**src/sv/rps_pkg.sv**
```systemverilog
// shared types and constants of the permutation shuffler
`timescale 1ns / 1ps

package rps_pkg;

    // action codes of an input request
    localparam logic [1:0] ACT_RESTART = 2'd0;
    localparam logic [1:0] ACT_SHUFFLE = 2'd1;
    localparam logic [1:0] ACT_READ    = 2'd2;

    typedef struct packed {
        logic [1:0]  action;
        logic [15:0] random_word;
        logic [7:0]  read_index;
    } t_in;

    typedef struct packed {
        logic [7:0] element_value;
        logic       shuffle_complete;
        logic       error_flag;
    } t_out;

    typedef enum logic [2:0] {
        ST_CLEAR,
        ST_IDLE,
        ST_WAIT_DIV,
        ST_RD_V,
        ST_SWAP_V,
        ST_READ_WAIT,
        ST_FINISH
    } t_state;

endpackage

```
**src/sv/rps_ram.sv**
```systemverilog
// generic single-port-write ram with registered read
`timescale 1ns / 1ps

module rps_ram #(
    parameter int WIDTH = 8,
    parameter int DEPTH = 256
) (
    input  logic                     i_clk,
    input  logic                     i_we,
    input  logic [$clog2(DEPTH)-1:0] i_waddr,
    input  logic [WIDTH-1:0]         i_wdata,
    input  logic                     i_re,
    input  logic [$clog2(DEPTH)-1:0] i_raddr,
    output logic [WIDTH-1:0]         o_rdata
);

    logic [WIDTH-1:0] r_mem [DEPTH];
    logic [WIDTH-1:0] r_rdata;

    always_ff @(posedge i_clk) begin
        if (i_we) begin
            r_mem[i_waddr] <= i_wdata;
        end
        if (i_re) begin
            r_rdata <= r_mem[i_raddr];
        end
    end

    assign o_rdata = r_rdata;

endmodule

```
**src/sv/rps_divider.sv**
```systemverilog
// iterative restoring remainder unit, one dividend bit per cycle
`timescale 1ns / 1ps

module rps_divider #(
    parameter int DW = 16,
    parameter int RW = 9
) (
    input  logic          i_clk,
    input  logic          i_rst_n,
    input  logic          i_start,
    input  logic [DW-1:0] i_dividend,
    input  logic [RW-1:0] i_divisor,
    output logic          o_done,
    output logic [RW-1:0] o_rem
);

    localparam int CW = $clog2(DW + 1);

    logic [DW-1:0] r_dvd, n_dvd;
    logic [RW-1:0] r_div, n_div;
    logic [RW-1:0] r_rem, n_rem;
    logic [CW-1:0] r_cnt, n_cnt;
    logic          r_done, n_done;
    logic [RW:0]   trial;

    always_comb begin
        n_dvd  = r_dvd;
        n_div  = r_div;
        n_rem  = r_rem;
        n_cnt  = r_cnt;
        n_done = 1'b0;
        trial  = {r_rem, r_dvd[DW-1]};
        if (i_start) begin
            n_dvd = i_dividend;
            n_div = i_divisor;
            n_rem = '0;
            n_cnt = CW'(DW);
        end else if (r_cnt != '0) begin
            // shift in next bit, subtract when it fits
            if (trial >= {1'b0, r_div}) begin
                n_rem = RW'(trial - {1'b0, r_div});
            end else begin
                n_rem = trial[RW-1:0];
            end
            n_dvd  = {r_dvd[DW-2:0], 1'b0};
            n_cnt  = r_cnt - CW'(1);
            n_done = (r_cnt == CW'(1));
        end
    end

    always_ff @(posedge i_clk) begin
        if (!i_rst_n) begin
            r_cnt  <= '0;
            r_done <= 1'b0;
        end else begin
            r_cnt  <= n_cnt;
            r_done <= n_done;
        end
        r_dvd <= n_dvd;
        r_div <= n_div;
        r_rem <= n_rem;
    end

    assign o_done = r_done;
    assign o_rem  = r_rem;

endmodule

```
**src/sv/random_permutation_shuffler.sv**
```systemverilog
// top level: fisher-yates permutation table with shuffle, restart and readout
`timescale 1ns / 1ps

// channel   direction  handshake                  payload
// in        input      i_in_valid / o_in_ready    i_in_data (rps_pkg::t_in)
// out       output     o_out_valid / i_out_ready  o_out_data (rps_pkg::t_out)
// cfg       input      i_cfg_valid / o_cfg_ready  i_cfg_data (vector_length)
//
// requests: a shuffle request waits on the one-bit-per-cycle remainder unit, a read
//   request on a registered ram read, and a restart on an identity refill of the table
//   (one table entry written per cycle through the single ram write port)
// reset: synchronous, active low; afterwards the table is filled with the identity,
//   and no request is taken during the fill (cfg writes are)
// stalls: one output register; the next request is taken while a result waits,
//   and a finished request holds in its last state until the output register frees

module random_permutation_shuffler #(
    parameter int FIELD_SIZE = 256,
    parameter int WORD_BITS  = 16
) (
    input  logic          i_clk,
    input  logic          i_rst_n,
    input  logic          i_in_valid,
    output logic          o_in_ready,
    input  rps_pkg::t_in  i_in_data,
    output logic          o_out_valid,
    input  logic          i_out_ready,
    output rps_pkg::t_out o_out_data,
    input  logic          i_cfg_valid,
    output logic          o_cfg_ready,
    input  logic [7:0]    i_cfg_data
);

    import rps_pkg::*;

    // table address, step counter and index-compare widths
    localparam int AW = $clog2(FIELD_SIZE);
    localparam int SW = $clog2(FIELD_SIZE + 1);
    localparam int IW = (SW > 9) ? SW : 9;

    t_state        r_state, n_state;
    logic [AW-1:0] r_addr, n_addr;       // clear sweep address
    logic          r_pend, n_pend;       // restart request waits for sweep end
    logic [SW-1:0] r_step, n_step;
    logic [7:0]    r_vlen;
    logic [AW-1:0] r_s_val, n_s_val;     // table[step] held for the swap
    logic [AW-1:0] r_v, n_v;             // swap partner index
    logic [7:0]    r_elem, n_elem;
    logic          r_err, n_err;
    t_out          r_out, n_out;
    logic          r_out_valid, n_out_valid;

    // ram port
    logic          mem_we;
    logic [AW-1:0] mem_waddr;
    logic [AW-1:0] mem_wdata;
    logic          mem_re;
    logic [AW-1:0] mem_raddr;
    logic [AW-1:0] mem_rdata;

    // remainder unit
    logic          div_start;
    logic          div_done;
    logic [SW-1:0] div_rem;

    logic          in_fire;
    logic [IW-1:0] idx_p1;
    logic          read_ok;
    logic          out_free;

    rps_ram #(
        .WIDTH (AW),
        .DEPTH (FIELD_SIZE)
    ) u_table (
        .i_clk   (i_clk),
        .i_we    (mem_we),
        .i_waddr (mem_waddr),
        .i_wdata (mem_wdata),
        .i_re    (mem_re),
        .i_raddr (mem_raddr),
        .o_rdata (mem_rdata)
    );

    rps_divider #(
        .DW (WORD_BITS),
        .RW (SW)
    ) u_div (
        .i_clk      (i_clk),
        .i_rst_n    (i_rst_n),
        .i_start    (div_start),
        .i_dividend (WORD_BITS'(i_in_data.random_word)),
        .i_divisor  (r_step + SW'(1)),
        .o_done     (div_done),
        .o_rem      (div_rem)
    );

    assign o_in_ready  = (r_state == ST_IDLE);
    assign o_cfg_ready = 1'b1;
    assign in_fire     = i_in_valid && o_in_ready;
    assign out_free    = !r_out_valid || i_out_ready;

    // read lands on entry index+1, must stay below both the length and the table
    assign idx_p1  = IW'(i_in_data.read_index) + IW'(1);
    assign read_ok = (i_in_data.read_index < r_vlen) && (idx_p1 < IW'(FIELD_SIZE));

    always_comb begin
        n_state     = r_state;
        n_addr      = r_addr;
        n_pend      = r_pend;
        n_step      = r_step;
        n_s_val     = r_s_val;
        n_v         = r_v;
        n_elem      = r_elem;
        n_err       = r_err;
        n_out       = r_out;
        n_out_valid = r_out_valid;
        mem_we      = 1'b0;
        mem_waddr   = r_addr;
        mem_wdata   = r_addr;
        mem_re      = 1'b0;
        mem_raddr   = r_step[AW-1:0];
        div_start   = 1'b0;

        if (r_out_valid && i_out_ready) begin
            n_out_valid = 1'b0;
        end

        unique case (r_state)
            ST_CLEAR: begin
                // identity fill, one entry per cycle
                mem_we = 1'b1;
                n_addr = r_addr + AW'(1);
                if (r_addr == AW'(FIELD_SIZE - 1)) begin
                    n_addr  = '0;
                    n_state = r_pend ? ST_FINISH : ST_IDLE;
                    n_pend  = 1'b0;
                end
            end
            ST_IDLE: begin
                if (in_fire) begin
                    n_elem = '0;
                    n_err  = 1'b0;
                    unique case (i_in_data.action)
                        ACT_RESTART: begin
                            n_step  = '0;
                            n_addr  = '0;
                            n_pend  = 1'b1;
                            n_state = ST_CLEAR;
                        end
                        ACT_SHUFFLE: begin
                            if (r_step == SW'(FIELD_SIZE)) begin
                                n_err   = 1'b1;
                                n_state = ST_FINISH;
                            end else begin
                                // fetch table[step] while the remainder runs
                                mem_re    = 1'b1;
                                mem_raddr = r_step[AW-1:0];
                                div_start = 1'b1;
                                n_state   = ST_WAIT_DIV;
                            end
                        end
                        ACT_READ: begin
                            if (read_ok) begin
                                mem_re    = 1'b1;
                                mem_raddr = idx_p1[AW-1:0];
                                n_state   = ST_READ_WAIT;
                            end else begin
                                n_err   = 1'b1;
                                n_state = ST_FINISH;
                            end
                        end
                        default: begin
                            n_err   = 1'b1;
                            n_state = ST_FINISH;
                        end
                    endcase
                end
            end
            ST_WAIT_DIV: begin
                if (div_done) begin
                    n_s_val   = mem_rdata;
                    n_v       = div_rem[AW-1:0];
                    mem_re    = 1'b1;
                    mem_raddr = div_rem[AW-1:0];
                    n_state   = ST_RD_V;
                end
            end
            ST_RD_V: begin
                // table[step] <= table[v]
                mem_we    = 1'b1;
                mem_waddr = r_step[AW-1:0];
                mem_wdata = mem_rdata;
                n_state   = ST_SWAP_V;
            end
            ST_SWAP_V: begin
                // table[v] <= old table[step]
                mem_we    = 1'b1;
                mem_waddr = r_v;
                mem_wdata = r_s_val;
                n_step    = r_step + SW'(1);
                n_state   = ST_FINISH;
            end
            ST_READ_WAIT: begin
                n_elem  = 8'(mem_rdata);
                n_state = ST_FINISH;
            end
            ST_FINISH: begin
                if (out_free) begin
                    n_out.element_value    = r_elem;
                    n_out.shuffle_complete = (r_step == SW'(FIELD_SIZE));
                    n_out.error_flag       = r_err;
                    n_out_valid            = 1'b1;
                    n_state                = ST_IDLE;
                end
            end
            default: begin
                n_state = ST_IDLE;
            end
        endcase
    end

    always_ff @(posedge i_clk) begin
        if (!i_rst_n) begin
            r_state     <= ST_CLEAR;
            r_addr      <= '0;
            r_pend      <= 1'b0;
            r_step      <= '0;
            r_vlen      <= 8'd255;
            r_out_valid <= 1'b0;
        end else begin
            r_state     <= n_state;
            r_addr      <= n_addr;
            r_pend      <= n_pend;
            r_step      <= n_step;
            r_out_valid <= n_out_valid;
            if (i_cfg_valid) begin
                r_vlen <= i_cfg_data;
            end
        end
        r_s_val <= n_s_val;
        r_v     <= n_v;
        r_elem  <= n_elem;
        r_err   <= n_err;
        r_out   <= n_out;
    end

    assign o_out_valid = r_out_valid;
    assign o_out_data  = r_out;

endmodule

```
**config.mk**
```make
export PLATFORM = sky130hd
export DESIGN_NAME = random_permutation_shuffler
export DESIGN_NICKNAME = d
export VERILOG_FILES = /design/src/sv/rps_pkg.sv /design/src/sv/rps_ram.sv /design/src/sv/rps_divider.sv /design/src/sv/random_permutation_shuffler.sv
export SDC_FILE = /design/constraint.sdc
export NUM_CORES = 2
export LEC_CHECK = 0
export BUFFER_PORTS_ARGS = -buffer_cell sky130_fd_sc_hd__buf_2
export CAP_MARGIN = 10
export CORE_ASPECT_RATIO = 0.6
export CORE_UTILIZATION = 45
export CTS_CLUSTER_DIAMETER = 80
export DETAILED_ROUTE_END_ITERATION = 12
export PLACE_DENSITY = 0.63
export SLEW_MARGIN = 15
export SYNTH_ARGS = -nofsm -noshare
export SYNTH_HDL_FRONTEND = slang
export SYNTH_SLANG_ARGS = --single-unit
export TNS_END_PERCENT = 30
```
**constraint.sdc**
```tcl
create_clock -name i_clk -period 7.2 [get_ports i_clk]
set_input_delay 0.36 -clock i_clk [delete_from_list [all_inputs] [get_ports i_clk]]
set_output_delay 0.36 -clock i_clk [all_outputs]
set_load 0.03 [all_outputs]
```
## Word-level counts from Yosys, hierarchy flattened

Memories as Yosys holds them, arrays and structs flattened. A register that Yosys moved wholly into a read port is not among the register bits.
Cells that the tools add are included.

| operators by class | value |
|---|---|
| add/sub/neg operators | 5 |
| $lt $le $gt $ge | 3 |
| equal/unequal tests | 16 |
| mux-type cells | 52 |
| bitwise operators | 2 |
| reductions and logical operators | 24 |

Operator list:

| kind | number |
|---|---|
| $pmux W8 S2 | 5 |
| $mux W8 | 8 |
| $mux W16 | 2 |
| $mux W9 | 3 |
| $mux W1 | 18 |
| $mux W3 | 6 |
| $pmux W3 S6 | 1 |
| $pmux W9 S2 | 1 |
| $ge A10 B9 Y1 | 1 |
| $mux W5 | 2 |
| $add A8 B1 Y9 const B | 1 |
| $add A9 B1 Y9 const B | 1 |
| $eq A3 B3 Y1 const B | 3 |
| $eq A9 B9 Y1 const B | 1 |
| $lt A9 B9 Y1 const B | 1 |
| $pmux W3 S3 | 1 |
| $sub A9 B9 Y9 | 1 |
| $add A8 B1 Y8 const B | 1 |
| $eq A8 B8 Y1 const B | 1 |
| $lt A8 B8 Y1 | 1 |
| $reduce_and A2 Y1 | 4 |
| $reduce_and A4 Y1 | 2 |
| $reduce_bool A2 Y1 | 4 |
| $eq A3 B2 Y1 const B | 2 |
| other kinds (20) | 31 |

| storage, ports and cells | value |
|---|---|
| register bits after elaboration | 105 |
| memory bits (writable) | 2,048 |
| output and inout bits | 13 |
| word-level logic and storage cells | 122 |
| memories | 1 |

Memory list:

| name | depth | bits a word | rd ports | clocked after Yosys merged registers in | write ports | line | source |
|---|---|---|---|---|---|---|---|
| u_table.r_mem | 256 | 8 | 1 | 1 | 1 | rps_ram.sv:17 | `logic [WIDTH-1:0] r_mem [DEPTH];` |

## Longest topological paths before layout

| depth | value |
|---|---|
| depth in word-level cells | 7 |
| mapped depth | 20 |
| gate-level depth less buffers | 15 |

## By module

From an unflattened synthesis, not the netlist that was laid out.

| unflattened totals | value |
|---|---|
| cell total of the unflattened synthesis | 4,297 |
| area, all modules | 85,421.9 µm² |

By module, submodules not included:

| module | times used | cells an instance | area each (µm²) |
|---|---|---|---|
| rps_ram | 1 | 3,733 | 79,636.4 |
| random_permutation_shuffler | 1 | 373 | 3,668.5 |
| rps_divider | 1 | 191 | 2,117.0 |

## Least setup slack after synthesis

Ideal clock, no wire load.

| timing path | value |
|---|---|
| path type | register to register |
| start point | register r_state[2] |
| end point | memory u_table.r_mem[0][0] (data pin) |
| arrival | 4,767 ps |
| path slack | 1,568 ps |
| stages on the path, launching flop included | 6 |
| period minus slack after synthesis | 5,632 ps |
| cell sequence | dfxtp_1 -> clkbuf_1 -> and2_1 -> clkbuf_1 -> clkbuf_1 -> a221o_1 |

| between the ends | value |
|---|---|
| cells in the longest elaborated chain, start to end | 2 |
| elaborated cells between the ends (all ways) | 3 |

Ends and longest elaborated chain:

| element | line | source |
|---|---|---|
| start, declared | random_permutation_shuffler.sv:41 | `t_state r_state, n_state;` |
| start signal, assigned | random_permutation_shuffler.sv:231 | `r_state <= n_state;` |
| $eq A3 B3 Y1 / $eq A3 B2 Y1 (equally long branches) | random_permutation_shuffler.sv:128 | `unique case (r_state)` |
| $pmux W8 S2 (*) | random_permutation_shuffler.sv:128 |  |
| via mem_wdata[0] | random_permutation_shuffler.sv:56 | `logic [AW-1:0] mem_wdata;` |
| end, declared | rps_ram.sv:17 |  |

The timed path passes the listed nets; every way through them passes the cells marked *.

## Final worst setup path

| timing path | value |
|---|---|
| start point | register r_vlen[6] |
| end point | register u_table.r_rdata[3], in the netlist u_table.o_rdata[3], read port of u_table.r_mem (data pin) |

| between the ends | value |
|---|---|
| cells in the longest elaborated chain, start to end | 6 |
| elaborated cells between the ends (all ways) | 10 |

Ends and longest elaborated chain:

| element | line | source |
|---|---|---|
| start, declared | random_permutation_shuffler.sv:45 | `logic [7:0] r_vlen;` |
| start signal, assigned | random_permutation_shuffler.sv:237 | `r_vlen <= i_cfg_data;` |
| $lt A8 B8 Y1 (*) | random_permutation_shuffler.sv:104 | `assign read_ok = (i_in_data.read_index < r_vlen) && (idx_p1 < IW'(FIELD_SIZE));` |
| $logic_and A1 B1 Y1 (*) | random_permutation_shuffler.sv:104 |  |
| $mux W1 / $mux W8 (equally long branches) | random_permutation_shuffler.sv:163 | `if (read_ok) begin` |
| $pmux W1 S2 / $mux W8 (equally long branches) | -- |  |
| $mux W1 / $mux W8 (equally long branches) | random_permutation_shuffler.sv:140 | `if (in_fire) begin` |
| $pmux W1 S2 / $pmux W8 S2 (equally long branches) | random_permutation_shuffler.sv:128 |  |
| end, declared | rps_ram.sv:18 | `logic [WIDTH-1:0] r_rdata;` |

Every way passes the cells marked *; elsewhere a longest branch is shown, timed or not.
A chain may end at the register's enable or synchronous reset.

==> impl_results.md <==
- Number of global-route vias before repair: 47950
- Dpl cell area: 88890 sq um
- Share of cells above drive strength 1: 12.33%
- Count leader, synth: edfxtp_1
- Synth top cells by count: edfxtp_1, nand2_1, nand3_1
- Setup Buffers After CTS: 0
- Fill count: 15410
- Leading area contributor after synthesis: edfxtp_1
- Placer Congestion: 0.9250
- Die Ht: 339.5 um
- F_max: 154.8 MHz
- Pins Over Slew Limit: 0
- Post-synthesis area per instance: 15.34 sq um
- Clock Path Buffers: 4
- Drt first pass iters: 8
- Final setup viols: 0
- Slew @ Worst Pin: 1.357 ns
- Register area: 64440 sq um
- RSZ-0062 raised after global routing: no
- DRT antenna net count: 0
- Critical Path AT: 7.02 ns
- Crit path launch type: flop
- DP Wirelength: 151.8 mm
- Synthesis-stage register bit count: 2161
- Tot GR Track Use: 25.20%
- # DRC: 0
- Sink Count: 2161
- Setup slack, reg-to-reg: 0.74 ns
- Crit Path Category: reg2reg
- Syn Inst Count: 5568
- Synth area leaders: edfxtp_1, mux4_2, nand2_1, nand3_1, nor2_1
- Min-delay worst type: in2reg
- Worst-path fanout max: 28
- Worst Skew: 0.06839 ns
- Crit path cell chain: inv_1 > ha_1 > and3_4 > a221o_1 > nor2_4 > o211ai_1 > o21ai_0 > a31o_4 > nand2_1 > buf_4 > a21oi_1 > a22oi_1 > nand4_1 > nand3_1 > nor4_1 > buf_4 > nand4_1
- CTS tree: yes
- Largest net degree at the start of global routing: 212
- Synth Net Count: 5635
- Initial antenna violation count: 10
- Power Density: 262.4 nW/um^2
- IO Port Bufs: 50
- Starting Density: 45.43%
- Async set-or-reset flop fraction in the synthesized netlist: 0%
- P&R area growth vs syn: 11.70%
- Core ar.: 188100 sq um
- Via/cell ratio: 6.194
- Mapped cell area: 85440 sq um
- Slowest Stage Delay on Critical Path: 0.94 ns
- Die area: 191700 sq um
- Max_cap viols: 0
- Fin util: 50.75%
- Number of synthesized flops with an enable pin: 2116
- Clk slew on worst S/H paths: 0.07 ns
- Synth warn: 0
- Initial DRC count: 8343
- Worst EP required: 7.76 ns
- Clock Tree Root: clkbuf_16
- Routed WL: 243.9 mm
- Outcome: finished clean
- First-pass GRT wire length: 350.8 mm
- Final setup TNS: 0 ns
- Multi-input gate area: 19650 sq um
- Clk_lat worst skew: 0.85 ns
- Synth cell types: 69
- H-tree depth: 4
- Sequential area share after synthesis: 75.42%
- Post-synth top area share: 74.37%
- Finished Cell Area: 95430 sq um
- Final min period: 6.460 ns
- Slew headroom: 9.525%
- WL/cell: 29.32 um
- CP endpoint kind: flop
- Inserted Clock Buffers: 192
- Die width: 564.5 um
- Dominant synthesized flop cell: edfxtp_1
- Lkg Pwr: 31.28 nW
- IO Count: 52
- Final #Nets: 5736
- Congestion Overflow GR: 0
- Final hold violation count: 0
- Post-cts resize count: 0
- FP Rows: 123
- Vias: 51530
- Final Cycle Share: 89.72%
- Max VDD drop: 0.1778 mV
- CP max-delay cell: nor4_1
==> through the flow <==
stage	setup WS [ns]	power, mW	std cells	hold WS (ns)
6_report	0.7402	25.05	8319	0.05742
5_1_grt	0.6179	25.62	8317	0.04932
4_1_cts	1.130	25.06	8314	0.01406
3_5_place_dp	1.022	14.99	7932	0.4144
3_3_place_gp	1.106	14.96	7932	0.4037
2_1_floorplan	1.568	14.71	5568	0.4003
==> registers in the layout, indices dropped and copies added (netlist names) <==
register,flops
u_table.o_rdata,8
u_table.r_mem,2048
r_v,8
r_err,1
u_div.r_div,9
r_step,9
u_div.o_rem,9
o_out_data,10
u_div.r_cnt,5
u_div.r_dvd,16
r_elem,8
r_pend,1
o_out_valid,1
r_vlen,8
r_addr,8
r_s_val,8
r_state,3
u_div.o_done,1
==> placed cells by master, fill, tap and decap left out, drive strengths merged, types with 5 or more instances in the layout <==
master          n
edfxtp       2116
nand2        1083
nand3         376
nor2          343
clkbuf        232
mux4          202
buf           193
a21oi         157
nand4         152
mux2i         118
a22oi         114
clkinv         84
a32oi          67
a31oi          66
dfxtp          45
dlygate4sd3    40
o21ai          37
inv            36
nor3           35
ha             27
and3           24
nor2b          20
a221oi         19
o22ai          19
bufinv         19
o211ai         17
and2           16
a211oi         16
a221o          16
a22o           15
xnor2          13
xor2           13
o21bai         10
a21o            9
nand2b          8
nor4            6
a21boi          5
==> critical path: cells and delay by family, from the launching register on <==
family	cells	cell delay (ns)
simple gates	7	2.56
flops	1	0.33
buf+inv	3	0.75
compound gates	6	2.18
fa+ha+maj	1	0.31
==> final cells by class <==
| cell class | count | area share (%) |
|---|---|---|
| Sequential cell | 2161 | 67.52 |
| Multi-Input combinational cell | 3049 | 20.59 |
| Clock inverter | 110 | 1.088 |
| Inverter | 32 | 0.1259 |
| Antenna cell | 2 | 0.005244 |
| Timing Repair Buffer | 233 | 2.120 |
| Clock buffer | 232 | 5.268 |
| Tap cell | 2500 | 3.278 |
==> kinds of logic after synthesis <==
family                     after synthesis  share of synthesized area, %
adders and majority gates               28                        0.4188
AOI/OAI and AO/OA                      597                         4.828
buffers and inverters                  358                         1.866
xor gates and xnor gates                26                        0.2665
DFF                                   2161                         75.42
muxes                                  322                         6.733
and+or+nand+nor                       2075                         10.46
other                                    1                      0.004389
==> where the power goes <==
group,internal [mW],leakage [nW],switching (mW)
registers,13.9,19.1,0.0980
logic,0.252,9.14,0.532
clock network,5.66,2.99,4.64
total,19.8,31.3,5.27
==> path summary, 6_finish.rpt <==
| check | from | to | cells past startpoint |
|---|---|---|---|
| setup / recovery | r_vlen[6] | u_table.o_rdata[3] | 17 |
| hold / removal | i_rst_n | r_step[0] | 2 |
| setup reg to reg | r_vlen[6] | u_table.o_rdata[3] | 17 |
| hold reg to reg | r_elem[3] | o_out_data[5] | 0 |
==> routing by layer <==
metal	up-vias	part of all wire (%)	routed length, um	track usage, %
li1	21590	-	-	-
met1	26250	44	106900	40.41
met2	3328	39	96340	32.27
met3	348	14	35280	8.878
met4	6	2.2	5293	5.531
met5	-	0.019	46	0
==> timing repair <==
action                                  in CTS  in global routing
hold buffers                                40                  0
endpoints found under the setup margin       0                  0
endpoints found under the hold margin       24                  0
Power figures use the tool's default switching activity.
